`config.mk`:
```
export PLATFORM = sky130hd
export DESIGN_NAME = dhbg_ram
export DESIGN_NICKNAME = d
export VERILOG_FILES = /design/src/rtl/delta_history_bar_graph_unit_defines.svh /design/src/rtl/dhbg_ram.sv
export SDC_FILE = /design/constraint.sdc
export NUM_CORES = 2
export LEC_CHECK = 0
export ABC_AREA = 0
export ABC_CLOCK_PERIOD_IN_PS = 9500
export BUFFER_PORTS_ARGS = -buffer_cell sky130_fd_sc_hd__buf_2
export CELL_PAD_IN_SITES_DETAIL_PLACEMENT = 0
export CELL_PAD_IN_SITES_GLOBAL_PLACEMENT = 1
export CORE_ASPECT_RATIO = 1.5
export CORE_UTILIZATION = 30
export CTS_CLUSTER_DIAMETER = 50
export DETAILED_ROUTE_END_ITERATION = 6
export PLACE_DENSITY = 0.45
export SLEW_MARGIN = 20
export SYNTH_ARGS = -nofsm -noshare
export SYNTH_HDL_FRONTEND = slang
export SYNTH_SLANG_ARGS = --single-unit
```
`constraint.sdc`:
```
create_clock -name clock -period 9.5 [get_ports clock]
set_input_delay 0.475 -clock clock [delete_from_list [all_inputs] [get_ports clock]]
set_output_delay 0.475 -clock clock [all_outputs]
set_load 0.1 [all_outputs]
```
`src/rtl/delta_history_bar_graph_unit_defines.svh`:
```
// Assertion macros shared by the delta history bar graph RTL.
// No dependencies; taken in by `include where assertions are written.
`ifndef DELTA_HISTORY_BAR_GRAPH_UNIT_DEFINES_SVH
`define DELTA_HISTORY_BAR_GRAPH_UNIT_DEFINES_SVH

// Consequent must hold in the same cycle as the antecedent.
`define DHBG_ASSERT_SAME(label, clk, rst, ante, cons, msg) \
   label: assert property (@(posedge clk) disable iff (rst) (ante) |-> (cons)) else $error(msg);

// Consequent must hold in the cycle after the antecedent.
`define DHBG_ASSERT_NEXT(label, clk, rst, ante, cons, msg) \
   label: assert property (@(posedge clk) disable iff (rst) (ante) |=> (cons)) else $error(msg);

`endif

```
`src/rtl/dhbg_ram.sv`:
```
// Generic single-write, single-read RAM with registered read data.
// No dependencies.
`default_nettype none

module dhbg_ram #(
   parameter int WIDTH = 64,
   parameter int DEPTH = 64
) (
   input  wire logic                                   clock,
   input  wire logic                                   wr_en,
   input  wire logic [((DEPTH > 1) ? $clog2(DEPTH) : 1)-1:0] wr_addr,
   input  wire logic [WIDTH-1:0]                       wr_data,
   input  wire logic                                   rd_en,
   input  wire logic [((DEPTH > 1) ? $clog2(DEPTH) : 1)-1:0] rd_addr,
   output logic      [WIDTH-1:0]                       rd_data
);

   logic [WIDTH-1:0] mem [DEPTH];
   logic [WIDTH-1:0] rd_data_ff;

   always_ff @(posedge clock) begin
      if (wr_en) begin
         mem[wr_addr] <= wr_data;
      end
      if (rd_en) begin
         rd_data_ff <= mem[rd_addr];
      end
   end

   assign rd_data = rd_data_ff;

endmodule

`default_nettype wire

```
==> reports/results.ini <==
[run_status]
status=finished clean

[global_routing]
grt_antenna_before_repair=42
grt_pass1_vias=79110
grt_first_pass_wirelength_um=691200
grt_util_all_layers_pct=19.19
grt_overflow=0
grt_max_degree=108

[worst_setup_path]
critical_path.top_delay_family=buffers and inverters
cp_num_buf_inv=3
path_cells=buf_12, buf_12, buf_4, mux4_2, mux2i_1, nand2_1, a41oi_1, a211oi_1
rrSetupSlack_ns=7.16
worstPathMaxFanout=79
slowest_stage=buf_4
rr_startpoint=mem[11][12]
crit_type=input pin to flop
ff2ff_path_depth=5
cp_data_required_time_ns=10.21
setup.worst_path.end_class=flop
cpPeakStageDelay_ns=0.76
start_kind=input pin
rr_endpoint=rd_data[12]
cp_common_cell=buf_12
worstPathArrival_ns=4.04

[pwr]
ir_drop_v=0.0001470
total_leakage_power_uw=0.05562
powerDensity_mw_per_mm2=216.9

[hold_path]
worstHoldPathType=input pin to flop
hp-start=wr_data[7]
whs_endpoint=mem[54][7]
min_path_cells=1

[die]
floorplan.initialDensity_pct=30.09
fp.dieW_um=592.7
die_h_um=888.0
die_area_mm2=0.5263
core-area_mm2=0.5217
num_rows=325
io_pins=143

[routing]
vias_per_cell=5.179
highest_layer=met5
drt-total-wl_um=508000
firstDrtPassIters=5
drc=0
drt_iter0_drc=6733
ant_nets=0
wl_met1_um=198600
avgRoutedWirePerCell_um=35.46
wl_met3_um=19760
wl_met2_um=279500
num_vias=74190

[cts]
numClockSinks=4160
cts.htree.levels=5
cts_root_buffer=clkbuf_16
path_clk_slew_ns=0.06
insertion_delay_ns=1.00
tritoncts=done
clockBufferDepth=4
numCtsBuffers=432

[place]
gp_congestion=0.7364
dp_hpwl_um=280600
io_buffers=142
place_inst=13500

[job]
cap_violations=0

[final_layout]
utilization_pct=34.84
finalNonFillerCells=14330
areaGrowthSynthToFinish_pct=15.79
drive_gt1_share_pct=29.15
nNetsFinal=7166

[logic_synthesis]
syn_nets=6677
netlist_area_mm2=0.1570
synth_area_per_cell_um2=23.79
syn_inst=6598
ys_seq_elements=4160
ys_async_sr_fraction_pct=0
synth-seq-area-share_pct=79.57
synthDistinctLibCells=32
synth_edf_count=4160
yosys_warnings=0
synth_ff_type=edfxtp_1

[timing]
max_clock_freq_mhz=300.4
setup_viol=0
hold_ws_ns=0.01137
hold_viol=0
rsz0062_at_grt=false
relSlewSlack_pct=25.99
fin_crit_ns=3.329
drv_slew=0
finClkSkew_ns=0.05758
worst_pin_slew_ns=1.110
tns_ns=0
fin_crit_sh_pct=35.05

[state kept, by name, summed over array words and instances (netlist names)]
register	count
mem	4096
rd_data	64
[cell type report]
| class | instances | area (um2) |
|---|---|---|
| clock buffer | 506 | 11220 |
| inverter | 19 | 71.32 |
| sequential | 4160 | 124900 |
| multi-input combinational | 2049 | 30790 |
| tap | 6867 | 8592 |
| timing repair buffer | 425 | 3363 |
| fill | 48150 | 339900 |
| clock inverter | 278 | 2766 |
| antenna | 21 | 52.55 |
[what timing repair did]
action | in CTS | in global routing
setup buffers | 0 | 0
hold buffers | 1 | 17
resized for setup | 0 | 0
hold endpoints to repair | 26 | 149
[worst reg2reg max path, cell delays in order (launching register included)]
cell and delay (ns):
edfxtp_1 0.36, mux4_2 0.49, nor2b_1 0.15, a211oi_1 0.53, o22ai_1 0.34, and3_1 0.24
[report_power, final]
group,internal [uW],switching [uW]
Clock,9590,7410
Sequential,20400,73.7
Combinational,634,1350
Total,30600,8840
[worst max-delay path by stage]
| stage | start | end | slack (ns) | cells after the start |
|---|---|---|---|---|
| finish | rd_addr[0] | rd_data[21] | 6.17 | 8 |
| global route | rd_addr[0] | rd_data[21] | 5.89 | 8 |
| CTS | rd_addr[0] | rd_data[38] | 6.14 | 8 |
| detailed placement | rd_addr[0] | rd_data[21] | 5.03 | 8 |
| global placement | rd_addr[0] | rd_data[21] | 5.00 | 8 |
| floorplan | wr_addr[3] | mem[48][0] | 3.59 | 4 |
[cells in the final DEF, fill, tap and decap left out, types with 4 or more instances in the layout]
| cell type | synthesis | routed |
|---|---|---|
| nor2_4 | 0 | 65 |
| a41oi_1 | 26 | 26 |
| a22o_1 | 88 | 88 |
| buf_2 | 170 | 116 |
| and3_1 | 64 | 64 |
| or2_2 | 28 | 28 |
| a2bb2oi_1 | 19 | 19 |
| clkinv_8 | 0 | 6 |
| buf_12 | 0 | 30 |
| clkinvlp_4 | 0 | 29 |
| bufinv_16 | 0 | 41 |
| nand3_1 | 45 | 45 |
| diode_2 | 0 | 21 |
| o221ai_1 | 38 | 38 |
| clkinv_2 | 0 | 73 |
| buf_4 | 34 | 256 |
| a22oi_1 | 168 | 168 |
| a211oi_1 | 63 | 63 |
| clkinv_4 | 0 | 12 |
| inv_16 | 0 | 6 |
| inv_8 | 0 | 5 |
| o22ai_1 | 83 | 83 |
| clkinv_16 | 0 | 4 |
| inv_6 | 0 | 14 |
| a31oi_1 | 18 | 18 |
| nor2b_1 | 28 | 24 |
| clkbuf_1 | 140 | 68 |
| clkinv_1 | 0 | 88 |
| inv_1 | 19 | 19 |
| nand2_1 | 58 | 54 |
| nand2b_1 | 11 | 8 |
| mux4_2 | 1024 | 1024 |
| mux2i_1 | 135 | 135 |
| clkbuf_16 | 0 | 438 |
| nor2_1 | 112 | 47 |
| dlygate4sd3_1 | 0 | 18 |
| or3_1 | 29 | 29 |
| edfxtp_1 | 4160 | 4160 |
[metal layers]
layer	global-route usage [%]	vias up
met2	36.05	1887
met1	23.63	42240
li1	-	29560
met3	1.898	493
met5	0	-
met4	4.084	2
[synthesized netlist by cell type, drive strengths merged, types with 19 or more instances]
cell / number / area [um2]
a2bb2oi: 19 / 166.4
a41oi: 26 / 227.7
a211oi: 63 / 473.0
nor2b: 28 / 175.2
buf: 230 / 1249
o221ai: 38 / 332.8
nand2: 58 / 217.7
mux2i: 135 / 1351
o22ai: 83 / 519.3
nor2: 112 / 420.4
and3: 64 / 400.4
or2: 28 / 175.2
mux4: 1024 / 23060
edfxtp: 4160 / 124900
a22oi: 168 / 1261
a22o: 88 / 770.7
nand3: 45 / 225.2
or3: 29 / 181.4
inv: 19 / 71.32
clkbuf: 140 / 525.5
[stage by stage]
stage | setup slack (ns) | power (uW) | instance area (um2)
after floorplan | 3.589 | 21940 | 157000
after global placement | 4.997 | 22840 | 167400
after detailed placement | 5.031 | 22870 | 167400
after CTS | 6.137 | 39910 | 181400
after global routing | 5.892 | 40570 | 181800
final | 6.171 | 39430 | 181800
[cells by family (layout without fill, tap and decap cells)]
family / Yosys count / count (layout) / synth area share, %
other: 0 / 21 / 0
and+or+nand+nor: 386 / 386 / 1.235
muxes: 1159 / 1159 / 15.55
DFF: 4160 / 4160 / 79.57
AOI/OAI and AO/OA: 504 / 504 / 2.467
buffers and inverters: 389 / 1228 / 1.176
(Power assumes the default switching activity.)
