## src/rtl/delta_history_bar_graph_unit_defines.svh

```systemverilog
// Assertion macros shared by the delta history bar graph RTL.
// No dependencies; taken in by `include where assertions are written.
`ifndef DELTA_HISTORY_BAR_GRAPH_UNIT_DEFINES_SVH
`define DELTA_HISTORY_BAR_GRAPH_UNIT_DEFINES_SVH

// Consequent must hold in the same cycle as the antecedent.
`define DHBG_ASSERT_SAME(label, clk, rst, ante, cons, msg) \
   label: assert property (@(posedge clk) disable iff (rst) (ante) |-> (cons)) else $error(msg);

// Consequent must hold in the cycle after the antecedent.
`define DHBG_ASSERT_NEXT(label, clk, rst, ante, cons, msg) \
   label: assert property (@(posedge clk) disable iff (rst) (ante) |=> (cons)) else $error(msg);

`endif

```

## src/rtl/dhbg_pkg.sv

```systemverilog
// Types and constants for the delta history bar graph unit.
// No dependencies; imported by dhbg_div and the top-level module.
`default_nettype none

package dhbg_pkg;

   localparam int SAMPLE_W  = 64;
   localparam int HEIGHT_W  = 10;
   localparam int COLUMN_W  = 6;
   localparam int CSR_IDX_W = 2;
   localparam int DIV_CNT_W = 6;

   localparam logic [HEIGHT_W-1:0] HEIGHT_LIMIT_RESET = 10'd64;
   localparam logic [SAMPLE_W-1:0] FULL_SCALE_RESET   = 64'd1;

   // register indexes on the configuration port
   localparam logic [CSR_IDX_W-1:0] CSR_HEIGHT_LIMIT = 2'd0;
   localparam logic [CSR_IDX_W-1:0] CSR_FULL_SCALE   = 2'd1;

   // request kinds
   localparam logic KIND_ADD  = 1'b0;
   localparam logic KIND_DRAW = 1'b1;

   typedef enum logic [1:0] {
      ST_IDLE,
      ST_READ,
      ST_MUL,
      ST_DIV
   } dhbg_state_type;

   typedef struct packed {
      logic busy;
      logic done;
   } div_status_type;

endpackage

`default_nettype wire

```

## src/rtl/dhbg_div.sv

```systemverilog
// Restoring divider, one quotient bit per cycle, 64-bit operands.
// Depends on dhbg_pkg and the assertion macro header.
`default_nettype none
`include "delta_history_bar_graph_unit_defines.svh"

module dhbg_div
   import dhbg_pkg::*;
(
   input  wire logic                clock,
   input  wire logic                reset,
   input  wire logic                start,
   input  wire logic [SAMPLE_W-1:0] dividend,
   input  wire logic [SAMPLE_W-1:0] divisor,
   output logic      [SAMPLE_W-1:0] quotient,
   output div_status_type           status
);

   logic [SAMPLE_W-1:0]  rem_ff, rem_in;
   logic [SAMPLE_W-1:0]  quo_ff, quo_in;
   logic [SAMPLE_W-1:0]  dvs_ff, dvs_in;
   logic [DIV_CNT_W-1:0] cnt_ff, cnt_in;
   logic                 busy_ff, busy_in;
   logic                 done_ff, done_in;
   logic [SAMPLE_W:0]    rem_sh;
   logic [SAMPLE_W+1:0]  diff;
   logic                 take;

   always_comb begin
      rem_sh  = {rem_ff, quo_ff[SAMPLE_W-1]};
      diff    = {1'b0, rem_sh} - {2'b00, dvs_ff};
      take    = ~diff[SAMPLE_W+1];
      rem_in  = rem_ff;
      quo_in  = quo_ff;
      dvs_in  = dvs_ff;
      cnt_in  = cnt_ff;
      busy_in = busy_ff;
      done_in = 1'b0;
      if (start) begin
         rem_in  = '0;
         quo_in  = dividend;
         dvs_in  = divisor;
         cnt_in  = DIV_CNT_W'(SAMPLE_W - 1);
         busy_in = 1'b1;
      end else if (busy_ff) begin
         // a zero divisor always takes, giving an all-ones quotient
         rem_in = take ? diff[SAMPLE_W-1:0] : rem_sh[SAMPLE_W-1:0];
         quo_in = {quo_ff[SAMPLE_W-2:0], take};
         if (cnt_ff == '0) begin
            busy_in = 1'b0;
            done_in = 1'b1;
         end else begin
            cnt_in = cnt_ff - 1'b1;
         end
      end
   end

   always_ff @(posedge clock) begin
      if (reset) begin
         busy_ff <= 1'b0;
         done_ff <= 1'b0;
         cnt_ff  <= '0;
      end else begin
         busy_ff <= busy_in;
         done_ff <= done_in;
         cnt_ff  <= cnt_in;
      end
   end

   always_ff @(posedge clock) begin
      rem_ff <= rem_in;
      quo_ff <= quo_in;
      dvs_ff <= dvs_in;
   end

   assign quotient    = quo_ff;
   assign status.busy = busy_ff;
   assign status.done = done_ff;

   `DHBG_ASSERT_NEXT(a_div_start_busy, clock, reset, start, busy_ff, "divider did not start")
   `DHBG_ASSERT_SAME(a_div_done_idle, clock, reset, done_ff, !busy_ff, "done while busy")
   `DHBG_ASSERT_NEXT(a_div_done_pulse, clock, reset, done_ff && !start, !done_ff, "done held")

endmodule

`default_nettype wire

```

## config.mk

```make
export PLATFORM = sky130hd
export DESIGN_NAME = dhbg_div
export DESIGN_NICKNAME = d
export VERILOG_FILES = /design/src/rtl/dhbg_pkg.sv /design/src/rtl/dhbg_div.sv
export VERILOG_INCLUDE_DIRS = /design/src /design/src/rtl
export SDC_FILE = /design/constraint.sdc
export NUM_CORES = 1
export LEC_CHECK = 0
export BUFFER_PORTS_ARGS = -buffer_cell sky130_fd_sc_hd__buf_2
export CELL_PAD_IN_SITES_DETAIL_PLACEMENT = 0
export CELL_PAD_IN_SITES_GLOBAL_PLACEMENT = 1
export CORE_UTILIZATION = 43
export CTS_BUF_LIST = sky130_fd_sc_hd__clkbuf_16
export CTS_CLUSTER_SIZE = 8
export DETAILED_ROUTE_END_ITERATION = 6
export GPL_TIMING_DRIVEN = 0
export PLACE_DENSITY_LB_ADDON = 0.1
export SETUP_SLACK_MARGIN = 0.4
export SYNTH_ARGS = -nofsm -noshare
export SYNTH_HDL_FRONTEND = slang
export SYNTH_SLANG_ARGS = --single-unit
```

## constraint.sdc

```tcl
create_clock -name clock -period 3.8 [get_ports clock]
set_input_delay 0.19 -clock clock [delete_from_list [all_inputs] [get_ports clock]]
set_output_delay 0.19 -clock clock [all_outputs]
set_load 0.005 [all_outputs]
```

==> flow_metrics.tcl <==
set metrics [dict create \
    antennaDiodeCount 0 \
    grt_start_max_net_pins 66 \
    clockBufferDepth 2 \
    required_ns 4.17 \
    synth_top_family_by_area "compound AO/OA/AOI/OAI gates" \
    synth_cell_types 72 \
    via_count 10300 \
    drive_gt1_share_pct 24.1 \
    numCtsBuffers 17 \
    synth_edf_count 128 \
    finalHoldViolCount 0 \
    rsz0062_at_grt "yes" \
    viasPerCell 5.47 \
    peakVddDrop_mv 0.308 \
    cts_tree "done" \
    synth_simple_gate_area_share_pct 13.9 \
    cellPowerDensity_nw_per_um2 399 \
    syn-num-nets 1434 \
    ctsRootBufferMaster "clkbuf_16" \
    synthXorXnorAreaFrac_pct 4.15 \
    hp-class "input pin to flip-flop" \
    finalWirelength_mm 34.9 \
    grtUsageTotal_pct 24.7 \
    drc_errors 0 \
    rows 60 \
    dr.pass1.iters 5 \
    final_cell_mix "buf_2 (207), nand2_1 (149), edfxtp_1 (128), a21oi_1 (108), nor2_1 (89)" \
    fp.coreArea_um2 27000 \
    pin_count 197 \
    synth_compound_area_share_pct 18.3 \
    initial_core_util_pct 43.9 \
    p_leak_nw 6.18 \
    die_w_um 168 \
    ys_ff_latch 200 \
    post-route-period-util_pct 88.7 \
    fin_skew_ns 0.0166 \
    drtIter0Drc 730 \
    max_cap_violations 0 \
    finalWorstPathRequiredPeriod_ns 3.37 \
    end_kind "flip-flop" \
    synth_fa_ha_area_share_pct 7.15 \
    grt_pass1_wl_mm 53.6 \
    grt_overflow 0 \
    h-tree-depth 4 \
    ys_seq_area_share_pct 44.7 \
    syn_inst 1236 \
    regArea_um2 5290 \
    area_growth_pct 24.1 \
    max_freq_mhz 297 \
    syn_area_per_cell_um2 9.57 \
    ys_warn_count 0 \
    antenna_found_initial 0 \
    utilization_pct 54.4 \
    routedWlPerCell_um 18.6 \
    layout_commonest_cell "buf_2" \
    die_y_um 168 \
    worstSetupPathType "flip-flop to flip-flop" \
    maxSlewViolCount 0 \
    place_inst 1772 \
    clk_latency_ns 0.45 \
    cp.arrival_ns 3.74 \
    clkSlewWorstSetupHoldPaths_ns 0.08 \
    clock_sinks 200 \
    cp-start-kind "flip-flop" \
    slew_headroom_pct 38.1 \
    async_flop_share_pct 0 \
    place_congestion 0.897 \
    cp_max_fo 2 \
    place_hpwl_mm 25.4 \
    muxShareOfSynthArea_pct 6.71 \
    die-area_um2 28200 \
    grt_pass1_vias 9944 \
    setup_viol 0 \
    finalNonFillerCells 1875 \
    multiInputGateArea_um2 6090 \
    dominantRegCellSynth "edfxtp_1" \
    io_buffer_count 195 \
    outcome "finished clean" \
    tightest_slew_ns 0.929 \
    ant_nets 0 \
    nets 1719 \
    fill_cells 2537 \
    syn_area_um2 11800 \
]
path summary, 6_finish.rpt:
path | to | startpoint | cells after the start | slack (ns)
max | rem_ff[60]$_SDFFE_PP0P_ | quotient[63]$_DFFE_PP_ | 14 | 0.43
min | quotient[11]$_DFFE_PP_ | dividend[11] | 2 | 0.03
max reg2reg | rem_ff[60]$_SDFFE_PP0P_ | quotient[63]$_DFFE_PP_ | 14 | 0.43
min reg2reg | rem_ff[27]$_SDFFE_PP0P_ | rem_ff[27]$_SDFFE_PP0P_ | 2 | 0.49
critical path: stages, from the launching register on:
cell and delay [ns]:
edfxtp_1 0.40, inv_1 0.07, ha_2 0.17, inv_2 0.04, fa_2 0.36, a21o_1 0.19
a311oi_2 0.35, or4b_4 0.21, nand2_2 0.06, a311o_1 0.45, a31oi_1 0.21, nand2_1 0.14
nand4_1 0.16, mux2_4 0.32, a211oi_2 0.17
cells in the mapped netlist (all sizes together) (12+ instances only):
| library cell | instances | area [um^2] |
|---|---|---|
| nand4 | 21 | 146 |
| a311oi | 32 | 293 |
| nor3 | 20 | 110 |
| nand3 | 21 | 105 |
| o21ai | 56 | 280 |
| o211ai | 12 | 90.1 |
| a31oi | 12 | 75.1 |
| clkbuf | 41 | 155 |
| a21oi | 118 | 591 |
| buf | 25 | 140 |
| a211oi | 19 | 148 |
| nand2 | 155 | 587 |
| a21o | 27 | 203 |
| ha | 66 | 826 |
| inv | 82 | 308 |
| mux2 | 66 | 743 |
| xnor2 | 29 | 254 |
| o21bai | 15 | 113 |
| dfxtp | 72 | 1440 |
| xor2 | 27 | 236 |
| edfxtp | 128 | 3840 |
| nor2 | 91 | 344 |
flip-flops by register name (all words and copies together) (netlist names):
register	count
quotient	64
dvs_ff	64
rem_ff	64
busy_ff	1
cnt_ff	6
done_ff	1
repair_timing:
item	in CTS	in global routing
setup buffers	3	4
pin swaps	5	20
hold endpoints to repair	64	0
hold buffers	64	0
setup endpoints to repair	46	64
gates resized for setup	9	38
stage by stage:
step	setup slack, ns	hold slack (ns)	power (mW)	setup TNS, ns	area, um^2
CTS	0.379	0.0202	5.85	0	14500
global route	0.292	0.0132	6.14	0	14700
floorplan	0.679	0.289	3.55	0	11800
global placement	-1.44	0.366	3.99	-91.89	13200
finish	0.430	0.0342	5.85	0	14700
detailed placement	0.186	0.368	4.00	0	13200
logic make-up after synthesis:
kind of cell | Yosys count
compound gates | 333
xor+xnor | 56
fa+ha+maj | 67
buf+inv | 148
flops | 200
mux | 71
simple gates | 361
cell type report:
class | count | area share (%)
inverters | 82 | 2.10
well taps | 341 | 2.91
flip-flops and latches | 200 | 36.0
plain buffers | 66 | 2.15
repair buffers | 266 | 11.4
clock buffers | 17 | 2.90
multi-input cells | 888 | 41.5
clock inverters | 15 | 0.972
layer usage:
metal  global-route usage, %  share of wire, %  vias to the layer above
met2                    41.0                47                      283
met5                       0                 0                        -
met3                    4.44               5.2                       31
met4                    5.94               1.4                        0
li1                        -                 -                     5064
met1                    33.4                47                     4884
report_power, final:
part / internal, mW / leakage [nW] / switching (mW)
clock network: 0.867 / 0.276 / 0.920
logic: 0.605 / 4.04 / 0.834
registers: 2.52 / 1.86 / 0.103
(Power assumes the default switching activity.)
